**config.mk**
```make
export PLATFORM = sky130hd
export DESIGN_NAME = bfm_out_queue
export DESIGN_NICKNAME = d
export VERILOG_FILES = /design/src/sv/bfm_pkg.sv /design/src/sv/bfm_out_queue.sv
export SDC_FILE = /design/constraint.sdc
export NUM_CORES = 1
export LEC_CHECK = 0
export BUFFER_PORTS_ARGS = -buffer_cell sky130_fd_sc_hd__clkbuf_2
export CORE_MARGIN = 5
export CORE_UTILIZATION = 55
export CTS_CLUSTER_DIAMETER = 50
export DETAILED_ROUTE_END_ITERATION = 8
export PLACE_DENSITY = 0.73
export SETUP_SLACK_MARGIN = 0.02
export SYNTH_ARGS = -nofsm -noshare
export SYNTH_HDL_FRONTEND = slang
export SYNTH_SLANG_ARGS = --single-unit
export TNS_END_PERCENT = 20
```
**constraint.sdc**
```tcl
create_clock -name clock -period 18.15 [get_ports clock]
set_input_delay 3.63 -clock clock [delete_from_list [all_inputs] [get_ports clock]]
set_output_delay 3.63 -clock clock [all_outputs]
set_load 0.1 [all_outputs]
```
**src/sv/bfm_pkg.sv**
```systemverilog
// ----------------------------------------------------------------------------
// bfm_pkg
// Shared widths, register indexes, reset values and item records for the
// 3x3 box mean filter.
// ----------------------------------------------------------------------------
package bfm_pkg;

   // Default sizes handed to the top level parameters
   localparam int MAX_WIDTH_DEF    = 1024;
   localparam int MAX_HEIGHT_DEF   = 4096;
   localparam int NUM_CHANNELS_DEF = 3;

   // Field widths
   localparam int CH_W   = 8;
   localparam int OUT_CH = 3;
   localparam int PIX_W  = CH_W * OUT_CH;
   localparam int ROW_W  = 12;
   localparam int COL_W  = 10;
   localparam int SUM_W  = 12;   // nine samples of 255 stay below 4096

   // Configuration port
   localparam int CSR_IDX_W  = 2;
   localparam int CSR_DATA_W = 13;
   localparam int WIDTH_W    = 11;
   localparam int HEIGHT_W   = 13;

   typedef enum logic [CSR_IDX_W-1:0] {
      CSR_IMAGE_WIDTH  = 2'd0,
      CSR_IMAGE_HEIGHT = 2'd1,
      CSR_COLOR_MODE   = 2'd2
   } csr_index_type;

   localparam logic [WIDTH_W-1:0]  WIDTH_RESET  = 11'd640;
   localparam logic [HEIGHT_W-1:0] HEIGHT_RESET = 13'd480;
   localparam logic                COLOR_RESET  = 1'b1;

   // floor(s / 9) = (s * 7282) >> 16, exact for s below 4096
   localparam int               DIV9_RECIP_W = 13;
   localparam logic [12:0]      DIV9_RECIP   = 13'd7282;
   localparam int               DIV9_SHIFT   = 16;
   localparam int               PROD_W       = SUM_W + DIV9_RECIP_W;

   // Result queue
   localparam int QUEUE_DEPTH = 8;
   localparam int PTR_W       = $clog2(QUEUE_DEPTH);
   localparam int CNT_W       = $clog2(QUEUE_DEPTH + 1);

   // Everything one input item produces: an interior and/or a border result
   typedef struct packed {
      logic             has_int;
      logic             has_bdr;
      logic [ROW_W-1:0] int_row;
      logic [COL_W-1:0] int_col;
      logic [ROW_W-1:0] bdr_row;
      logic [COL_W-1:0] bdr_col;
      logic [PIX_W-1:0] mean;
      logic [PIX_W-1:0] pix;
   } step_type;

   // One result item as it leaves the block
   typedef struct packed {
      logic [ROW_W-1:0] out_row;
      logic [COL_W-1:0] out_col;
      logic             is_border;
      logic [CH_W-1:0]  result_ch0;
      logic [CH_W-1:0]  result_ch1;
      logic [CH_W-1:0]  result_ch2;
      logic             last_of_step;
   } result_type;

endpackage

```
**src/sv/bfm_out_queue.sv**
```systemverilog
// ----------------------------------------------------------------------------
// bfm_out_queue
// Queue of per-item records. Emits the interior result of a record first,
// then its border result, one result item per handshake.
// ----------------------------------------------------------------------------
module bfm_out_queue
   import bfm_pkg::*;
(
   input  logic             clock,
   input  logic             reset,
   input  logic             push,
   input  step_type         push_step,
   output logic [CNT_W-1:0] count,
   output logic             rsp_valid,
   input  logic             rsp_stall,
   output result_type       rsp_item
);

   step_type         q_mem [QUEUE_DEPTH];
   logic [PTR_W-1:0] wr_ptr_ff;
   logic [PTR_W-1:0] rd_ptr_ff;
   logic [CNT_W-1:0] count_ff;
   logic             second_ff;   // interior part of the head already sent
   step_type         head;
   logic             emit_int;
   logic             take;
   logic             pop;

   assign head      = q_mem[rd_ptr_ff];
   assign rsp_valid = (count_ff != '0);
   assign emit_int  = head.has_int && !second_ff;
   assign take      = rsp_valid && !rsp_stall;
   assign pop       = take && !(emit_int && head.has_bdr);
   assign count     = count_ff;

   // Select the interior or the border part of the head record
   always_comb begin
      rsp_item.out_row      = emit_int ? head.int_row : head.bdr_row;
      rsp_item.out_col      = emit_int ? head.int_col : head.bdr_col;
      rsp_item.is_border    = !emit_int;
      rsp_item.result_ch0   = emit_int ? head.mean[0 +: CH_W]      : head.pix[0 +: CH_W];
      rsp_item.result_ch1   = emit_int ? head.mean[CH_W +: CH_W]   : head.pix[CH_W +: CH_W];
      rsp_item.result_ch2   = emit_int ? head.mean[2*CH_W +: CH_W] : head.pix[2*CH_W +: CH_W];
      rsp_item.last_of_step = emit_int ? !head.has_bdr : 1'b1;
   end

   // Store records
   always_ff @(posedge clock) begin
      if (push) begin
         q_mem[wr_ptr_ff] <= push_step;
      end
   end

   // Advance pointers and count
   always_ff @(posedge clock) begin
      if (reset) begin
         wr_ptr_ff <= '0;
         rd_ptr_ff <= '0;
         count_ff  <= '0;
         second_ff <= 1'b0;
      end else begin
         if (push) begin
            wr_ptr_ff <= (32'(wr_ptr_ff) == QUEUE_DEPTH - 1) ? '0 : wr_ptr_ff + PTR_W'(1);
         end
         if (pop) begin
            rd_ptr_ff <= (32'(rd_ptr_ff) == QUEUE_DEPTH - 1) ? '0 : rd_ptr_ff + PTR_W'(1);
         end
         if (take) begin
            second_ff <= !pop;
         end
         count_ff <= count_ff + CNT_W'(push) - CNT_W'(pop);
      end
   end

endmodule

```
==> results.sh, run 1 <==
export IMPL_grt_ovfl_total=0
export IMPL_grt_usage_pct=19.82
export IMPL_whs_path_depth=2
export IMPL_status="completed"
export IMPL_p_switching_mw=1.490
export IMPL_cts_max_path_buffers=3
export IMPL_rsz0062_at_grt="no"
export IMPL_ios=151
export IMPL_ir_drop_uv=163.0
export IMPL_hold_violations=0
export IMPL_syn_num_nets=1395
export IMPL_reg2reg_depth=12
export IMPL_period_needed_ps=8686
export IMPL_via_count=13394
export IMPL_synth_edff_count=752
export IMPL_synth_area_leaders="edfxtp_1, mux4_2, mux2i_1"
export IMPL_max_freq_mhz=115.1
export IMPL_slowest_stage="dfxtp_4"
export IMPL_p_per_area_nw_per_um2=141.2
export IMPL_min_period_over_period_pct=47.86
export IMPL_holdWs_ps=501.9
export IMPL_min_delay_start="second_ff"
export IMPL_synth_avg_cell_area_um2=22.71
export IMPL_drt_wl_total_um=56440
export IMPL_drc=0
export IMPL_grt_start_max_net_pins=113
export IMPL_cts_sinks=766
export IMPL_die_h_um=240.5
export IMPL_die_w_um=240.5
export IMPL_p_leak_nw=10.45
export IMPL_yosysSeqAreaShare_pct=78.24
export IMPL_dieArea_um2=57840
export IMPL_h_tree_depth=3
export IMPL_grt_pass1_vias=14075
export IMPL_path_cells="buf_4, mux2i_1, nand2_1, nand3_4, buf_4, a211oi_1, a21oi_1, clkbuf_2"
export IMPL_max_stage_delay_ps=890
export IMPL_place_port_buffers=150
export IMPL_p_seq_share_pct=43.0
export IMPL_grt_first_pass_wirelength_um=85750
export IMPL_required_ps=14520
export IMPL_cts_resized=0
export IMPL_power_frac_clock_pct=33.0
export IMPL_area_delta_synth_final_pct=13.99
export IMPL_p_sw_share_pct=31.69
export IMPL_synth_largest_area_cell="edfxtp_1"
export IMPL_drive_gt1_share_pct=31.03
export IMPL_dp_hpwl_um=29380
export IMPL_via_per_inst=6.025
export IMPL_cts_buffers=78
export IMPL_cp_end_kind="output pin"
export IMPL_place_congestion=0.7320
export IMPL_synth_top_cell_area_share_pct=77.28
export IMPL_slew_limit_headroom_pct=29.35
export IMPL_antenna_found_initial=7
export IMPL_worst_setup_path_type="flop to output pin"
export IMPL_max_slew_worst_pin_slew_ps=1060
export IMPL_finalMaxSlewViolations=0
export IMPL_path_max_fanout=69
export IMPL_ctsRootBufferMaster="clkbuf_16"
export IMPL_r2r_end="count[2]"
export IMPL_min_to="second_ff"
export IMPL_finalSetupViolCount=0
export IMPL_routedWlPerCell_um=25.39
export IMPL_rows=84
export IMPL_synth_ff_type="edfxtp_1"
export IMPL_async_flop_share_pct=0
export IMPL_r2r_slack_ps=13780
export IMPL_drtIter0Drc=1205
export IMPL_post_cts_repair_setup_buffers=0
export IMPL_pre_cts_slack_ps=10150
export IMPL_yosys_warnings=0
export IMPL_core_area_um2=52550
export IMPL_synth_seq_cells=766
export IMPL_finalSetupTns_ps=0
export IMPL_pwr_share_comb_pct=24.0
export IMPL_finClkSkew_ps=29.09
export IMPL_min_path_type="flop to flop"
export IMPL_cp_start_kind="flop"
export IMPL_yosysUniqueCellTypes=29
export IMPL_cts_tree="yes"
export IMPL_syn_cell_area_um2=29220
export IMPL_antenna_left=0
export IMPL_worst_slack_ps=9464
export IMPL_dr_pass1_iters=5
export IMPL_clk_pin_slew_ps=60
export IMPL_cts_hold_buf=0
export IMPL_clkLatencyLatePin_ps=610
export IMPL_p_int_mw=3.213
export IMPL_nNetsFinal=1579
export IMPL_cp_arrival_ps=5060
export IMPL_crit_top_cell="buf_4"
export IMPL_start_util_pct=55.61
export IMPL_syn_instance_count=1287
export IMPL_drv_cap=0
[layout make-up]
| type | count | area [um^2] |
|---|---|---|
| sequential | 766 | 22870 |
| fill | 3475 | 19240 |
| multi-input combinational | 443 | 6081 |
| clock buffer | 101 | 2145 |
| timing repair buffer | 173 | 935.9 |
| tap | 688 | 860.8 |
| clock inverter | 42 | 377.9 |
| inverter | 9 | 33.78 |
| antenna | 1 | 2.502 |
[routing by layer]
| layer | share of wire, % | routed length [um] | global-route usage (%) |
|---|---|---|---|
| met1 | 42 | 23800 | 29.01 |
| met3 | 7.3 | 4130 | 4.118 |
| met2 | 49 | 27660 | 31.61 |
| met4 | 1.4 | 789 | 4.711 |
| met5 | 0.11 | 62 | 0 |
[logic make-up (layout without fill, tap and decap cells)]
| group | Yosys count | count (layout) | share of synthesized area [%] |
|---|---|---|---|
| flops | 766 | 766 | 78.24 |
| mux | 240 | 240 | 16.18 |
| xor+xnor | 2 | 2 | 0.05996 |
| fa+ha+maj | 10 | 10 | 0.4539 |
| compound gates | 105 | 105 | 2.226 |
| buf+inv | 78 | 325 | 1.186 |
| other cells | 0 | 1 | 0 |
| simple gates | 86 | 86 | 1.653 |
[flip-flops by register name, summed over array words and instances (netlist names), named ones only]
name       count
wr_ptr_ff      3
count          4
second_ff      1
rd_ptr_ff      3
q_mem        752
[through the flow]
stage | utilization (%) | power [mW] | instances | instance area (um^2)
finish | 63.39 | 4.703 | 2223 | 33310
global route | 63.38 | 4.886 | 2222 | 33310
CTS | 63.38 | 4.751 | 2222 | 33310
detailed placement | 58.58 | 3.201 | 2079 | 30780
global placement | 58.58 | 3.194 | 2079 | 30780
floorplan | - | 2.991 | 1287 | 29220
[placed cells by master (no fill, tap or decap), types with 2 or more instances in the layout]
cell type   netlist  layout
edfxtp_1        752     752
mux4_2          186     186
clkbuf_2          0     150
clkbuf_16         0      83
mux2i_1          54      54
a21oi_1          53      53
nor2b_1          49      49
a211oi_1         46      46
buf_4             0      22
clkinv_1          0      20
clkbuf_1         23      18
dfxtp_1          14      11
inv_1             9       9
nor2_1           15       9
ha_1              9       9
clkinv_2          0       7
nand2b_1          6       6
nand2_1           6       6
nor2_4            0       6
bufinv_16         0       5
inv_8             0       4
o21ai_0           3       3
dfxtp_4           0       3
clkinv_8          0       3
nor3_2            0       2
nand3_1           3       2
clkinvlp_4        0       2
[synthesized netlist by cell type (3+ instances only)]
cell	count
dfxtp_1	14
nor2_1	15
nand2b_1	6
edfxtp_1	752
o21ai_0	3
mux2i_1	54
inv_1	9
nand2_1	6
buf_1	8
a211oi_1	46
nand3_1	3
a21oi_1	53
buf_2	37
nor2b_1	49
ha_1	9
nor3_1	3
mux4_2	186
clkbuf_1	23
[worst max path at each step]
stage,startpoint,to,slack [ps],cells past startpoint
CTS,flop,rsp_item[9],9400,8
finish,flop,rsp_item[9],9460,8
global placement,flop,rsp_item[9],10200,8
detailed placement,flop,rsp_item[9],10150,8
floorplan,push,q_mem[0][0],7400,2
global route,flop,rsp_item[9],9180,8
[power groups by stage]
stage,registers [mW],logic (mW),clock network [mW]
floorplan,2.07,0.924,0
global placement,2.06,1.13,0
detailed placement,2.06,1.14,0
CTS,2.02,1.14,1.58
global route,2.03,1.19,1.67
finish,2.02,1.13,1.55
[critical path, delay by kind of cell, from the launching register on]
| family | cells | cell delay (ps) |
|---|---|---|
| buf+inv | 3 | 2130 |
| flops | 1 | 890 |
| simple gates | 2 | 560 |
| compound gates | 2 | 410 |
| mux | 1 | 360 |
Power figures use the tool's default switching activity.
==> run 2: changes to the inputs <==
--- a/config.mk
+++ b/config.mk
@@ -5,12 +5,13 @@
 export SDC_FILE = /design/constraint.sdc
 export NUM_CORES = 1
 export LEC_CHECK = 0
+export ABC_AREA = 1
 export BUFFER_PORTS_ARGS = -buffer_cell sky130_fd_sc_hd__clkbuf_2
 export CORE_MARGIN = 5
 export CORE_UTILIZATION = 55
 export CTS_CLUSTER_DIAMETER = 50
 export DETAILED_ROUTE_END_ITERATION = 8
-export PLACE_DENSITY = 0.73
+export PLACE_DENSITY = 0.76
 export SETUP_SLACK_MARGIN = 0.02
 export SYNTH_ARGS = -nofsm -noshare
 export SYNTH_HDL_FRONTEND = slang
==> constraint.sdc (replaced) <==
create_clock -name clock -period 7.9 [get_ports clock]
set_input_delay 1.58 -clock clock [delete_from_list [all_inputs] [get_ports clock]]
set_output_delay 1.58 -clock clock [all_outputs]
set_load 0.1 [all_outputs]
==> results.sh, run 2 <==
export IMPL_yosysSeqAreaShare_pct=76.13
export IMPL_rows=85
export IMPL_layout_common_cells="edfxtp_1, nor2_1, o21ai_0"
export IMPL_via_per_inst=6.208
export IMPL_min_to="wr_ptr_ff[0]"
export IMPL_dr_pass1_iters=5
export IMPL_synth_xor_area_share_pct=0.02917
export IMPL_die_h_um=243.7
export IMPL_cts_tree="yes"
export IMPL_yosys_warnings=0
export IMPL_grt_ovfl_total=0
export IMPL_finalSetupTns_ps=0
export IMPL_area_delta_synth_final_pct=11.90
export IMPL_crit_top_cell="nand2_1"
export IMPL_max_stage_delay_ps=740
export IMPL_placed_area_um2=31140
export IMPL_synth_seq_cells=766
export IMPL_max_freq_mhz=160.2
export IMPL_netlist_top_cells_count="edfxtp_1, nor2_1, o21ai_0"
export IMPL_die_w_um=243.7
export IMPL_whs_path_depth=2
export IMPL_cp_start_kind="flop"
export IMPL_via_count=18886
export IMPL_largest_reg_flops=752
export IMPL_drt_wl_total_um=73020
export IMPL_path_max_fanout=228
export IMPL_slew_limit_headroom_pct=25.72
export IMPL_antenna_left=0
export IMPL_syn_num_nets=2299
export IMPL_synth_most_common_cell="edfxtp_1"
export IMPL_cts_max_path_buffers=3
export IMPL_r2r_end="count[2]"
export IMPL_routedWlPerCell_um=24.01
export IMPL_drv_cap=0
export IMPL_r2r_slack_ps=3980
export IMPL_finalInstanceArea_um2=33600
export IMPL_start_util_pct=55.69
export IMPL_nNetsFinal=2392
export IMPL_synth_compound_area_share_pct=12.10
export IMPL_finClkSkew_ps=14.05
export IMPL_rsz0062_at_grt="no"
export IMPL_seqCellArea_um2=22870
export IMPL_multiInputGateArea_um2=6281
export IMPL_yosysUniqueCellTypes=30
export IMPL_period_needed_ps=6241
export IMPL_syn_cell_area_um2=30030
export IMPL_ctsRootBufferMaster="clkbuf_16"
export IMPL_finalMaxSlewViolations=0
export IMPL_finalNonFillerCells=3042
export IMPL_synth_largest_area_cell="edfxtp_1"
export IMPL_muxShareOfSynthArea_pct=0
export IMPL_drc=0
export IMPL_max_slew_worst_pin_slew_ps=1114
export IMPL_core_area_um2=53920
export IMPL_dieArea_um2=59370
export IMPL_cp_end_kind="output pin"
export IMPL_ios=151
export IMPL_clk_pin_slew_ps=60
export IMPL_synth_simple_gate_area_share_pct=8.133
export IMPL_finalSetupViolCount=0
export IMPL_synthAdderAreaFrac_pct=0.4417
export IMPL_place_congestion=0.7975
export IMPL_final_common_cell="edfxtp_1"
export IMPL_async_flop_share_pct=0
export IMPL_place_port_buffers=150
export IMPL_cp_arrival_ps=4660
export IMPL_holdWs_ps=516.6
export IMPL_synth_top_cell_area_share_pct=75.20
export IMPL_synth_top_family_by_area="compound AO/OA/AOI/OAI gates"
export IMPL_min_period_over_period_pct=79.00
export IMPL_grt_usage_pct=23.94
export IMPL_cts_buffers=73
export IMPL_synth_ff_type="edfxtp_1"
export IMPL_syn_instance_count=2191
export IMPL_clkLatencyLatePin_ps=600
export IMPL_cts_sinks=766
export IMPL_cts_resized=0
export IMPL_status="completed"
export IMPL_post_cts_repair_setup_buffers=0
export IMPL_required_ps=6320
export IMPL_drive_gt1_share_pct=12.56
export IMPL_synth_edff_count=752
export IMPL_reg2reg_depth=14
export IMPL_worst_setup_path_type="flop to output pin"
export IMPL_synth_area_leaders="edfxtp_1, o21ai_0, nor2_1"
export IMPL_dp_cells=2905
export IMPL_h_tree_depth=3
export IMPL_synth_avg_cell_area_um2=13.71
export IMPL_slowest_stage="buf_12"
export IMPL_grt_first_pass_wirelength_um=109500
export IMPL_dp_hpwl_um=38510
export IMPL_grt_pass1_vias=18397
export IMPL_cts_hold_buf=0
export IMPL_top_register="q_mem"
export IMPL_path_cells="buf_12, nand2_1, nand3_1, nand2_1, nand2_1, nand2_2, nand2_4, buf_4, nand3_1, o21ai_1, clkbuf_2"
export IMPL_grt_start_max_net_pins=229
export IMPL_fill_cells=3706
export IMPL_drtIter0Drc=2755
export IMPL_hold_violations=0
export IMPL_antenna_found_initial=16
export IMPL_min_path_type="flop to flop"
export IMPL_min_delay_start="wr_ptr_ff[0]"
[run 2: changes by cell type after synthesis, sizes merged, moves of 56 or more]
cell,change
mux4,-186
nand3,+59
nand2,+76
clkbuf,+56
o21ai,+414
o221ai,+92
nor2,+461
o211ai,+92
[run 2: logic make-up after synthesis]
logic type / after synthesis
flip-flops: 766
AND/OR/NAND/NOR: 622
AO/OA/AOI/OAI: 610
buffers and inverters: 182
adder cells (fa/ha/maj): 10
XOR/XNOR: 1
[run 2: how the worst max path moves through the flow]
| stage | startpoint | to |
|---|---|---|
| 6_report | flop | rsp_item[47] |
| 5_1_grt | flop | rsp_item[47] |
| 4_1_cts | flop | rsp_item[47] |
| 3_5_place_dp | flop | rsp_item[47] |
| 3_3_place_gp | flop | rsp_item[47] |
| 2_1_floorplan | push | q_mem[1][0] |
[run 2: stage by stage]
stage | utilization (%) | setup WS [ps]
6_report | 62.32 | 1659
3_3_place_gp | 57.76 | 2413
5_1_grt | 62.31 | 1414
2_1_floorplan | - | 1734
4_1_cts | 62.29 | 1653
3_5_place_dp | 57.76 | 2346
[run 2: area by class of cell]
type / instances / area share, %
Antenna cell: 6 / 0.04468
Clock buffer: 90 / 5.943
Clock inverter: 41 / 1.329
Inverter: 28 / 0.3537
Multi-Input combinational cell: 1243 / 18.69
Sequential cell: 766 / 68.06
Tap cell: 696 / 2.592
Timing Repair Buffer: 172 / 2.986
[run 2: per-layer routing]
metal | GRT usage, % | up-vias | part of all wire, %
li1 | - | 8392 | -
met1 | 33.17 | 9385 | 40
met2 | 38.37 | 956 | 49
met3 | 5.107 | 139 | 9.2
met4 | 8.198 | 14 | 2.5
met5 | 0 | - | 0.13
[run 2: critical path: cells and delay by family, from the launching register on]
family / cells / cell delay [ps]
AOI/OAI and AO/OA: 1 / 270
and+or+nand+nor: 7 / 1300
buffers and inverters: 3 / 1730
DFF: 1 / 670
Power of run 2 is left out: the tool's default activity adds up to more than one toggle a clock period on the data nets, which glitch-free logic cannot reach.
