**src/sv/bfm_pkg.sv**
```systemverilog
// ----------------------------------------------------------------------------
// bfm_pkg
// Shared widths, register indexes, reset values and item records for the
// 3x3 box mean filter.
// ----------------------------------------------------------------------------
package bfm_pkg;

   // Default sizes handed to the top level parameters
   localparam int MAX_WIDTH_DEF    = 1024;
   localparam int MAX_HEIGHT_DEF   = 4096;
   localparam int NUM_CHANNELS_DEF = 3;

   // Field widths
   localparam int CH_W   = 8;
   localparam int OUT_CH = 3;
   localparam int PIX_W  = CH_W * OUT_CH;
   localparam int ROW_W  = 12;
   localparam int COL_W  = 10;
   localparam int SUM_W  = 12;   // nine samples of 255 stay below 4096

   // Configuration port
   localparam int CSR_IDX_W  = 2;
   localparam int CSR_DATA_W = 13;
   localparam int WIDTH_W    = 11;
   localparam int HEIGHT_W   = 13;

   typedef enum logic [CSR_IDX_W-1:0] {
      CSR_IMAGE_WIDTH  = 2'd0,
      CSR_IMAGE_HEIGHT = 2'd1,
      CSR_COLOR_MODE   = 2'd2
   } csr_index_type;

   localparam logic [WIDTH_W-1:0]  WIDTH_RESET  = 11'd640;
   localparam logic [HEIGHT_W-1:0] HEIGHT_RESET = 13'd480;
   localparam logic                COLOR_RESET  = 1'b1;

   // floor(s / 9) = (s * 7282) >> 16, exact for s below 4096
   localparam int               DIV9_RECIP_W = 13;
   localparam logic [12:0]      DIV9_RECIP   = 13'd7282;
   localparam int               DIV9_SHIFT   = 16;
   localparam int               PROD_W       = SUM_W + DIV9_RECIP_W;

   // Result queue
   localparam int QUEUE_DEPTH = 8;
   localparam int PTR_W       = $clog2(QUEUE_DEPTH);
   localparam int CNT_W       = $clog2(QUEUE_DEPTH + 1);

   // Everything one input item produces: an interior and/or a border result
   typedef struct packed {
      logic             has_int;
      logic             has_bdr;
      logic [ROW_W-1:0] int_row;
      logic [COL_W-1:0] int_col;
      logic [ROW_W-1:0] bdr_row;
      logic [COL_W-1:0] bdr_col;
      logic [PIX_W-1:0] mean;
      logic [PIX_W-1:0] pix;
   } step_type;

   // One result item as it leaves the block
   typedef struct packed {
      logic [ROW_W-1:0] out_row;
      logic [COL_W-1:0] out_col;
      logic             is_border;
      logic [CH_W-1:0]  result_ch0;
      logic [CH_W-1:0]  result_ch1;
      logic [CH_W-1:0]  result_ch2;
      logic             last_of_step;
   } result_type;

endpackage

```
**src/sv/bfm_window_sum.sv**
```systemverilog
// ----------------------------------------------------------------------------
// bfm_window_sum
// Two previous columns of the 3-row window and the per-channel sum of the
// full 3x3 neighborhood, registered.
// ----------------------------------------------------------------------------
module bfm_window_sum
   import bfm_pkg::*;
#(
   parameter int NUM_CHANNELS = NUM_CHANNELS_DEF
) (
   input  logic                                    clock,
   input  logic                                    shift,
   input  logic [CH_W*NUM_CHANNELS-1:0]            top,
   input  logic [CH_W*NUM_CHANNELS-1:0]            mid,
   input  logic [CH_W*NUM_CHANNELS-1:0]            cur,
   output logic [NUM_CHANNELS-1:0][SUM_W-1:0]      sum
);

   localparam int DW = CH_W * NUM_CHANNELS;

   // Entries 0..2: column c-2 (top, mid, cur); entries 3..5: column c-1
   logic [DW-1:0]                    win_ff [6];
   logic [NUM_CHANNELS-1:0][SUM_W-1:0] sum_in;
   logic [NUM_CHANNELS-1:0][SUM_W-1:0] sum_ff;

   // Add the nine samples of each channel
   for (genvar k = 0; k < NUM_CHANNELS; k++) begin : g_ch
      assign sum_in[k] = SUM_W'(win_ff[0][CH_W*k +: CH_W]) + SUM_W'(win_ff[1][CH_W*k +: CH_W])
                       + SUM_W'(win_ff[2][CH_W*k +: CH_W]) + SUM_W'(win_ff[3][CH_W*k +: CH_W])
                       + SUM_W'(win_ff[4][CH_W*k +: CH_W]) + SUM_W'(win_ff[5][CH_W*k +: CH_W])
                       + SUM_W'(top[CH_W*k +: CH_W]) + SUM_W'(mid[CH_W*k +: CH_W])
                       + SUM_W'(cur[CH_W*k +: CH_W]);
   end

   // Advance the window by one column per item
   always_ff @(posedge clock) begin
      if (shift) begin
         win_ff[0] <= win_ff[3];
         win_ff[1] <= win_ff[4];
         win_ff[2] <= win_ff[5];
         win_ff[3] <= top;
         win_ff[4] <= mid;
         win_ff[5] <= cur;
      end
      sum_ff <= sum_in;
   end

   assign sum = sum_ff;

endmodule

```
**config.mk**
```make
export PLATFORM = sky130hd
export DESIGN_NAME = bfm_window_sum
export DESIGN_NICKNAME = d
export VERILOG_FILES = /design/src/sv/bfm_pkg.sv /design/src/sv/bfm_window_sum.sv
export SDC_FILE = /design/constraint.sdc
export NUM_CORES = 1
export LEC_CHECK = 0
export BUFFER_PORTS_ARGS = -buffer_cell sky130_fd_sc_hd__buf_2
export CORE_ASPECT_RATIO = 2
export CORE_MARGIN = 2
export CORE_UTILIZATION = 45
export CTS_CLUSTER_DIAMETER = 120
export DETAILED_ROUTE_END_ITERATION = 6
export GPL_TIMING_DRIVEN = 0
export SYNTH_ARGS = -nofsm -noshare
export SYNTH_HDL_FRONTEND = slang
export SYNTH_SLANG_ARGS = --single-unit
export TNS_END_PERCENT = 30
```
**constraint.sdc**
```tcl
create_clock -name clock -period 5.8 [get_ports clock]
set_clock_uncertainty 0.05 [all_clocks]
set_input_delay 0.58 -clock clock [delete_from_list [all_inputs] [get_ports clock]]
set_output_delay 0.58 -clock clock [all_outputs]
set_load 0.05 [all_outputs]
```
==> impl_metrics.yaml, run 1 <==
outcome:
  status: "finished, final reports clean"
clock_network:
  clkTransAtPathRegs_ns: 0.07
  cts_hold_buf: 0
  clock_sinks: 180
  cts_made_buffers: 17
  cts_max_path_buffers: 2
  h-tree-depth: 4
  root_buffer: "clkbuf_16"
  postCtsSetupBuffers: 0
  clk_latency_ns: 0.44
  cts_resized: 0
  tritoncts: "done"
flow_run:
  max_cap_violations: 0
timing:
  grt_setup_unrepaired: "no"
  period_needed_ns: 4.37
  slew_headroom_pct: 63.3
  hold_viol: 0
  drv_slew: 0
  max_clock_freq_mhz: 229
  tns_ns: 0
  period_share_pct: 75.3
  setup_violations: 0
  tightest_slew_ns: 0.550
power_and_ir_drop:
  ir_drop_v: 0.000485
  p_leak_nw: 5.42
  finalPower_mw: 7.01
  powerDensity_nw_per_um2: 594
placement:
  gp_congestion: 0.734
  port_buffers: 109
  dp_hpwl_um: 12200
grt:
  antenna_found_initial: 0
  grt_pass1_vias: 5685
  globalRouteTotalUtil_pct: 14.8
  grt_overflow: 0
  grt_max_degree: 105
  grt_pass1_wl_um: 27200
synthesis:
  avgSynthCellArea_sq_um: 14.3
  syn_inst: 719
  netlist_area_sq_um: 10300
  syn_nets: 994
  yosysUniqueCellTypes: 36
  synth_flop_cell: "edfxtp_1"
  ys_seq_area_share_pct: 49.0
  synth_warnings: 0
  synth_edf_count: 144
  async_flop_share_pct: 0
  ys_ff_latch: 180
route:
  via_count: 5167
  vias_per_cell: 4.53
  drt_iter0_markers: 169
  post_drt_wl_per_cell_um: 13.7
  dr.pass1.iters: 4
  wl_um: 15600
  ant_nets: 0
  drc: 0
critical_path:
  crit_arrival_ns: 4.69
  crit_path_start_kind: "register"
  path_cells: "fa_1 > fa_1 > fa_1 > inv_1 > fa_1 > inv_1 > ha_1 > fa_1 > a211oi_2 > nor2_1 > or4_1 > o311ai_1 > xnor2_1"
  cp_slowest_cell: "fa_1"
  cp_top_family: "adder cells"
  critical_path.max_stage_delay_ns: 0.58
  critPathKind: "register to register"
  worstPathMaxFanout: 3
  crit_buf_inv: 2
  crit_required_ns: 6.12
  cp-end-kind: "register"
  worst_path_most_repeated_cell: "fa_1"
floorplanning:
  die_x_um: 111
  core_area_sq_um: 22500
  ioPinCount: 110
  start_util_pct: 45.7
  fp.dieH_um: 218
  dieArea_sq_um: 24200
  num_rows: 78
cells_and_area:
  layout-drive-gt1-share_pct: 16.2
  layout_commonest_cell: "inv_1"
  fin_nets: 1123
  area_growth_pct: 14.6
  n_antenna_cell: 0
  mostFrequentLayoutCells: "inv_1 (243), fa_1 (162), edfxtp_1 (144)"
  num-fill-cells: 1951
worst_hold_path:
  worstHoldPathType: "primary input to register"
final cells by class:
cell class | count | area, sq um | area share [%]
flip-flops and latches | 180 | 5040 | 42.7
multi-input cells | 296 | 4350 | 36.8
inverters | 243 | 912 | 7.73
repair buffers | 110 | 579 | 4.91
clock buffers | 19 | 433 | 3.67
well taps | 280 | 350 | 2.97
clock inverters | 12 | 139 | 1.18
power breakdown:
group / internal (mW) / switching (mW)
clock: 0.667 / 0.478
combinational: 1.70 / 2.40
sequential: 1.69 / 0.0735
logic make-up (layout without fill, tap and decap cells):
logic type | count (synthesis) | after routing | synth area share, %
buffers and inverters | 243 | 384 | 8.85
adder cells (fa/ha/maj) | 201 | 201 | 36.2
flip-flops | 180 | 180 | 49.0
AO/OA/AOI/OAI | 47 | 47 | 3.21
AND/OR/NAND/NOR | 33 | 33 | 1.48
XOR/XNOR | 15 | 15 | 1.28
routing by layer:
metal	wire [um]	vias to the layer above	track usage, %	part of all wire (%)
met5	0	-	0	0
met4	356	0	6.58	2.3
met3	525	18	3.72	3.4
met2	8860	79	26.3	57
met1	5890	2611	16.8	38
li1	-	2459	-	-
worst reg2reg max path: stages, from the launching register on:
cell and delay (ns):
edfxtp_1 0.41, fa_1 0.58, fa_1 0.46, fa_1 0.55, inv_1 0.05, fa_1 0.47, inv_1 0.04, ha_1 0.24
fa_1 0.50, a211oi_2 0.19, nor2_1 0.10, or4_1 0.40, o311ai_1 0.10, xnor2_1 0.15
cell usage after synthesis (3+ instances only):
cell type / n / area share [%]
o21a_1: 6 / 0.44
a21o_1: 3 / 0.22
o21ai_0: 9 / 0.44
edfxtp_1: 144 / 42
a211oi_1: 6 / 0.44
nor2_1: 18 / 0.66
ha_1: 39 / 4.7
o31a_1: 3 / 0.26
dfxtp_1: 36 / 7.0
xnor2_1: 12 / 1.0
fa_1: 162 / 31
xor2_1: 3 / 0.26
nor2b_1: 3 / 0.18
inv_1: 243 / 8.9
a21oi_1: 6 / 0.29
nand2_1: 3 / 0.11
final timing paths:
path | start | endpoint | slack [ns] | cells past startpoint
max | win_ff[3][2] | sum[10] | 1.43 | 13
max reg2reg | win_ff[3][2] | sum[10] | 1.43 | 13
min reg2reg | win_ff[5][0] | win_ff[2][0] | 0.40 | 0
min | top[11] | win_ff[3][11] | 0.27 | 1
registers in the layout, indices dropped and copies added (netlist names):
| name | cells |
|---|---|
| sum | 36 |
| win_ff | 144 |
through the flow:
stage	hold WS, ns	setup slack [ns]	utilization [%]	cells	instance area, sq um
finish	0.271	1.43	52.4	1140	11800
global route	0.251	1.21	52.4	1140	11800
CTS	0.240	1.42	52.4	1140	11800
detailed placement	0.383	1.15	49.8	1109	11200
global placement	0.381	1.19	49.7	1108	11200
floorplan	0.376	1.44	-	719	10300
Power figures use the tool's default switching activity.
==> run 2, diff against run 1 <==
--- a/config.mk
+++ b/config.mk
@@ -5,6 +5,7 @@
 export SDC_FILE = /design/constraint.sdc
 export NUM_CORES = 1
 export LEC_CHECK = 0
+export ABC_AREA = 1
 export BUFFER_PORTS_ARGS = -buffer_cell sky130_fd_sc_hd__buf_2
 export CORE_ASPECT_RATIO = 2
 export CORE_MARGIN = 2
@@ -12,6 +13,7 @@
 export CTS_CLUSTER_DIAMETER = 120
 export DETAILED_ROUTE_END_ITERATION = 6
 export GPL_TIMING_DRIVEN = 0
+export PLACE_DENSITY = 0.66
 export SYNTH_ARGS = -nofsm -noshare
 export SYNTH_HDL_FRONTEND = slang
 export SYNTH_SLANG_ARGS = --single-unit
==> constraint.sdc (replaced) <==
create_clock -name clock -period 3.7 [get_ports clock]
set_clock_uncertainty 0.05 [all_clocks]
set_input_delay 0.37 -clock clock [delete_from_list [all_inputs] [get_ports clock]]
set_output_delay 0.37 -clock clock [all_outputs]
set_load 0.05 [all_outputs]
==> run 2 against run 1 <==
Critical path depth increased by 2. Sequential cell count unchanged. Largest cell class unchanged. Highest routed layer is now met5. Synthesized area increased by 2.6%. Hold slack got worse by 0.21 ns. Critical path type unchanged. Routed wire length increased by 10%. Clock-buffer cell count increased by 2. Via count increased by 9.9%.
==> impl_metrics.yaml, run 2 <==
clock_network:
  clock_sinks: 180
  h-tree-depth: 4
  cts_hold_buf: 0
  clk_latency_ns: 0.45
  cts_max_path_buffers: 2
  root_buffer: "clkbuf_16"
  cts_made_buffers: 17
  clkTransAtPathRegs_ns: 0.07
  tritoncts: "done"
cells_and_area:
  layout_commonest_cell: "inv_1"
  instances_no_fill: 1257
  fin_nets: 1236
  mostFrequentLayoutCells: "inv_1 (280), fa_1 (153), edfxtp_1 (144)"
  n_antenna_cell: 0
  layout-drive-gt1-share_pct: 19.7
  num-fill-cells: 2037
  area_growth_pct: 16.5
  final_cell_area_sq_um: 12300
  multiInputGateArea_sq_um: 4620
  largest_reg_flops: 144
  regArea_sq_um: 5040
  largest_register: "win_ff"
timing:
  period_share_pct: 99.1
  grt_setup_unrepaired: "yes"
  hold_viol: 0
  period_needed_ns: 3.67
  setup_violations: 0
  tightest_slew_ns: 0.818
  max_clock_freq_mhz: 273
  drv_slew: 0
  worst_slack_ns: 0.0328
  worst_hold_slack_ns: 0.0604
  slew_headroom_pct: 45.4
synthesis:
  yosysUniqueCellTypes: 18
  synth_warnings: 0
  netlist_area_sq_um: 10600
  synth_common_cells: "inv_1 (285), fa_1 (162), edfxtp_1 (144), nand2_1 (95), ha_1 (39)"
  syn_nets: 1099
  synth_edf_count: 144
  synth_top_cell_by_area: "edfxtp_1"
  syn_inst: 824
  synth.top_cells.by_area: "edfxtp_1 (41%), fa_1 (31%), inv_1 (10%)"
  yosysTopAreaCellShare_pct: 40.9
  synth.most_common_cell: "inv_1"
  ys_ff_latch: 180
  ys_seq_area_share_pct: 47.7
  avgSynthCellArea_sq_um: 12.8
  synth_flop_cell: "edfxtp_1"
  async_flop_share_pct: 0
route:
  wl_um: 17300
  ant_nets: 0
  vias_per_cell: 4.52
  via_count: 5679
  drc: 0
  dr.pass1.iters: 4
  post_drt_wl_per_cell_um: 13.7
  drt_iter0_markers: 242
grt:
  antenna_found_initial: 1
  globalRouteTotalUtil_pct: 15.6
  grt_pass1_wl_um: 29000
  grt_pass1_vias: 6284
  grt_overflow: 0
  grt_max_degree: 84
critical_path:
  worstPathMaxFanout: 3
  crit_arrival_ns: 3.95
  crit_start: "win_ff[0][10]"
  critPathKind: "register to register"
  r2r-start: "win_ff[0][10]"
  crit_path_start_kind: "register"
  cp-end-kind: "register"
  crit_required_ns: 3.98
  r2r-end: "sum[20]"
  r2r_slack_ns: 0.03
  reg2reg_depth: 15
floorplanning:
  dieArea_sq_um: 24800
  core_area_sq_um: 23100
  start_util_pct: 45.7
  die_x_um: 112
  fp.dieH_um: 221
  ioPinCount: 110
  num_rows: 79
placement:
  dp.cells: 1217
  dp_hpwl_um: 13600
  dp_slack_ns: -0.292
  gp_congestion: 0.751
  placed_cell_area_sq_um: 11500
  port_buffers: 109
worst_hold_path:
  min_to: "win_ff[3][10]"
  min_from: "top[10]"
  hold_path_depth: 1
  worstHoldPathType: "primary input to register"
outcome:
  status: "finished, final reports clean"
flow_run:
  max_cap_violations: 0
-- run 2: area by class of cell --
cell class / count / share of cell area, %
clock buffer: 21 / 3.99
tap: 283 / 2.88
multi-input combinational: 359 / 37.5
clock inverter: 11 / 0.772
timing repair buffer: 118 / 5.19
inverter: 285 / 8.69
sequential: 180 / 41.0
-- run 2: stage by stage --
| stage | TNS [ns] | utilization (%) |
|---|---|---|
| final | 0 | 53.2 |
| after detailed placement | -1.91 | 49.7 |
| after global routing | -1.00 | 53.2 |
| after floorplan | 0 | - |
| after global placement | -1.65 | 49.6 |
| after CTS | -0.00205 | 52.6 |
-- run 2: timing repair --
action | CTS | global route
resized for setup | 15 | 25
setup buffers | 5 | 3
pin swaps | 16 | 17
endpoints found under the setup margin | 9 | 18
-- run 2: cell families after synthesis --
family / share of synthesized area, %
adders and majority gates: 35.3
buffers and inverters: 10.1
xor gates and xnor gates: 0.746
AOI/OAI and AO/OA: 0.568
DFF: 47.7
and+or+nand+nor: 5.52
-- run 2: per-layer routing --
layer  vias to the layer above  wire length, um  track usage (%)
met5                         -               11                0
met4                         2              521             7.76
met3                        28              703             3.92
met2                       102             9930             28.8
met1                      2835             6090             16.2
li1                       2712                -                -
-- run 2: worst max path at each step --
stage	end	slack, ns	cells after the start
after floorplan	sum[10]	0.02	14
after global placement	sum[22]	-0.26	18
after detailed placement	sum[22]	-0.29	18
after CTS	sum[20]	-0.002	15
after global routing	sum[20]	-0.21	15
final	sum[20]	0.03	15
-- run 2: worst max-delay path: stages (launching register included) --
cell and delay, ns:
edfxtp_1 0.43, fa_1 0.52, fa_1 0.51, fa_1 0.49, inv_1 0.05, fa_1 0.42
inv_1 0.07, ha_2 0.19, inv_2 0.04, fa_2 0.33, inv_1 0.06, nand2_1 0.05
nand2_2 0.10, nand3b_1 0.11, nand3_1 0.08, nand2_1 0.06
Power of run 2 is not shown: default switching activity piles up to over one toggle a cycle in this logic, so the estimate is an artifact.
==> run 3, diff against run 2 <==
--- a/config.mk
+++ b/config.mk
@@ -13,7 +13,7 @@
 export CTS_CLUSTER_DIAMETER = 120
 export DETAILED_ROUTE_END_ITERATION = 6
 export GPL_TIMING_DRIVEN = 0
-export PLACE_DENSITY = 0.66
+export PLACE_DENSITY = 0.67
 export SYNTH_ARGS = -nofsm -noshare
 export SYNTH_HDL_FRONTEND = slang
 export SYNTH_SLANG_ARGS = --single-unit
==> run 3 against run 2 <==
Via count is 0.48% lower. Design area increased by 0.46%. Setup slack worse by 0.013 ns. Die area unchanged. First-iteration DRC count shrank 7.0%. Clock-buffer cell count shrank 2. Routed wire length fell by 0.31%. Non-clock buffer count increased by 1. Global-route usage decreased by 0.066 points. Utilization increased by 0.24 points. Register-to-register slack about the same. Critical path depth fell by 1. Highest routed layer unchanged.
==> impl_metrics.yaml, run 3 (synthesized netlist as in run 2, its figures left out) <==
placement:
  gp_congestion: 0.764
  dp_slack_ns: -0.291
  dp_hpwl_um: 13400
  port_buffers: 109
floorplanning:
  core_area_sq_um: 23100
  ioPinCount: 110
  fp.dieH_um: 221
  num_rows: 79
  die_x_um: 112
  dieArea_sq_um: 24800
  start_util_pct: 45.7
route:
  dr.pass1.iters: 4
  ant_nets: 0
  drt_iter0_markers: 225
  drc: 0
  via_count: 5652
  wl_um: 17200
  vias_per_cell: 4.49
  post_drt_wl_per_cell_um: 13.7
critical_path:
  crit_arrival_ns: 3.98
  crit_required_ns: 4.00
  crit_path_start_kind: "register"
  critPathKind: "register to register"
  cp-end-kind: "register"
  worstPathMaxFanout: 3
  r2r-start: "win_ff[3][2]"
  crit_start: "win_ff[3][2]"
cells_and_area:
  layout_commonest_cell: "inv_1"
  largest_register: "win_ff"
  largest_reg_flops: 144
  regArea_sq_um: 5040
  n_antenna_cell: 0
  mostFrequentLayoutCells: "inv_1 (281), fa_1 (152), edfxtp_1 (144)"
  area_growth_pct: 17.0
  num-fill-cells: 2064
  layout-drive-gt1-share_pct: 19.8
  fin_nets: 1237
  multiInputGateArea_sq_um: 4630
  utilization_pct: 53.5
grt:
  met3_usage_pct: 4.03
  globalRouteTotalUtil_pct: 15.5
  grt_pass1_vias: 6298
  top_usage_layer: "met2"
  grt_overflow: 0
  antenna_found_initial: 2
  grt_pass1_wl_um: 29200
  grt_max_degree: 98
  use_met2_pct: 28.8
  use_met1_pct: 16.5
outcome:
  status: "finished, final reports clean"
timing:
  period_needed_ns: 3.68
  hold_viol: 0
  worst_slack_ns: 0.0198
  tightest_slew_ns: 0.513
  slew_headroom_pct: 65.8
  grt_setup_unrepaired: "yes"
  period_share_pct: 99.5
  setup_violations: 0
  drv_slew: 0
  max_clock_freq_mhz: 272
clock_network:
  clock_sinks: 180
  clk_latency_ns: 0.45
  tritoncts: "done"
  cts_hold_buf: 0
  clkTransAtPathRegs_ns: 0.07
  h-tree-depth: 4
  cts_made_buffers: 17
  cts_max_path_buffers: 2
  root_buffer: "clkbuf_16"
worst_hold_path:
  worstHoldPathType: "primary input to register"
  min_from: "mid[2]"
flow_run:
  max_cap_violations: 0
run 3: changes by cell type in the layout (fill, tap and decap cells not counted), moves of 2 or more:
cell and change:
clkinv_2 -4, clkinvlp_4 +4, bufinv_16 +3, clkbuf_8 -3, nand2_1 -3, clkbuf_1 +2
inv_6 -2, nand2_2 +2
run 3: metrics by stage:
stage / TNS, ns / hold WS (ns) / std cells / cell area (sq um)
floorplan: 0 / 0.376 / 824 / 10600
global placement: -1.72 / 0.383 / 1216 / 11500
detailed placement: -1.97 / 0.390 / 1217 / 11500
CTS: -0.0139 / 0.0338 / 1254 / 12200
global route: -1.14 / 0.0348 / 1258 / 12400
finish: 0 / 0.0556 / 1258 / 12400
run 3: path summary, 6_finish.rpt:
path,endpoint,slack (ns),cells after the start
hold reg to reg,win_ff[2][16],0.41,0
hold / removal,win_ff[4][2],0.06,1
setup / recovery,sum[8],0.02,14
setup reg to reg,sum[8],0.02,14
run 3: what timing repair did:
action	CTS	global route
gates resized for setup	14	33
pin swaps	16	19
buffers inserted	5	4
endpoints found under the setup margin	10	18
run 3: metal layers:
layer,vias to the layer above,wire length (um)
met5,-,27
met4,4,372
met3,28,616
met2,90,10100
met1,2827,6110
li1,2703,-
run 3: layout make-up:
cell class,count,share of cell area [%]
inverters,285,8.65
flip-flops and latches,180,40.8
clock buffers,19,3.50
clock inverters,13,1.49
multi-input cells,359,37.5
well taps,283,2.86
repair buffers,119,5.23
run 3: worst max-delay path: stages (launching register included):
cell and delay [ns]:
edfxtp_1 0.43, fa_1 0.56, fa_1 0.45, fa_1 0.54, inv_1 0.05, fa_1 0.49
inv_2 0.05, ha_4 0.16, fa_2 0.38, nand2_2 0.07, nand2_2 0.07, nand3b_1 0.11
nand2_1 0.05, nand2_1 0.06, nand2_1 0.05
Power of run 3 is left out for the same reason.
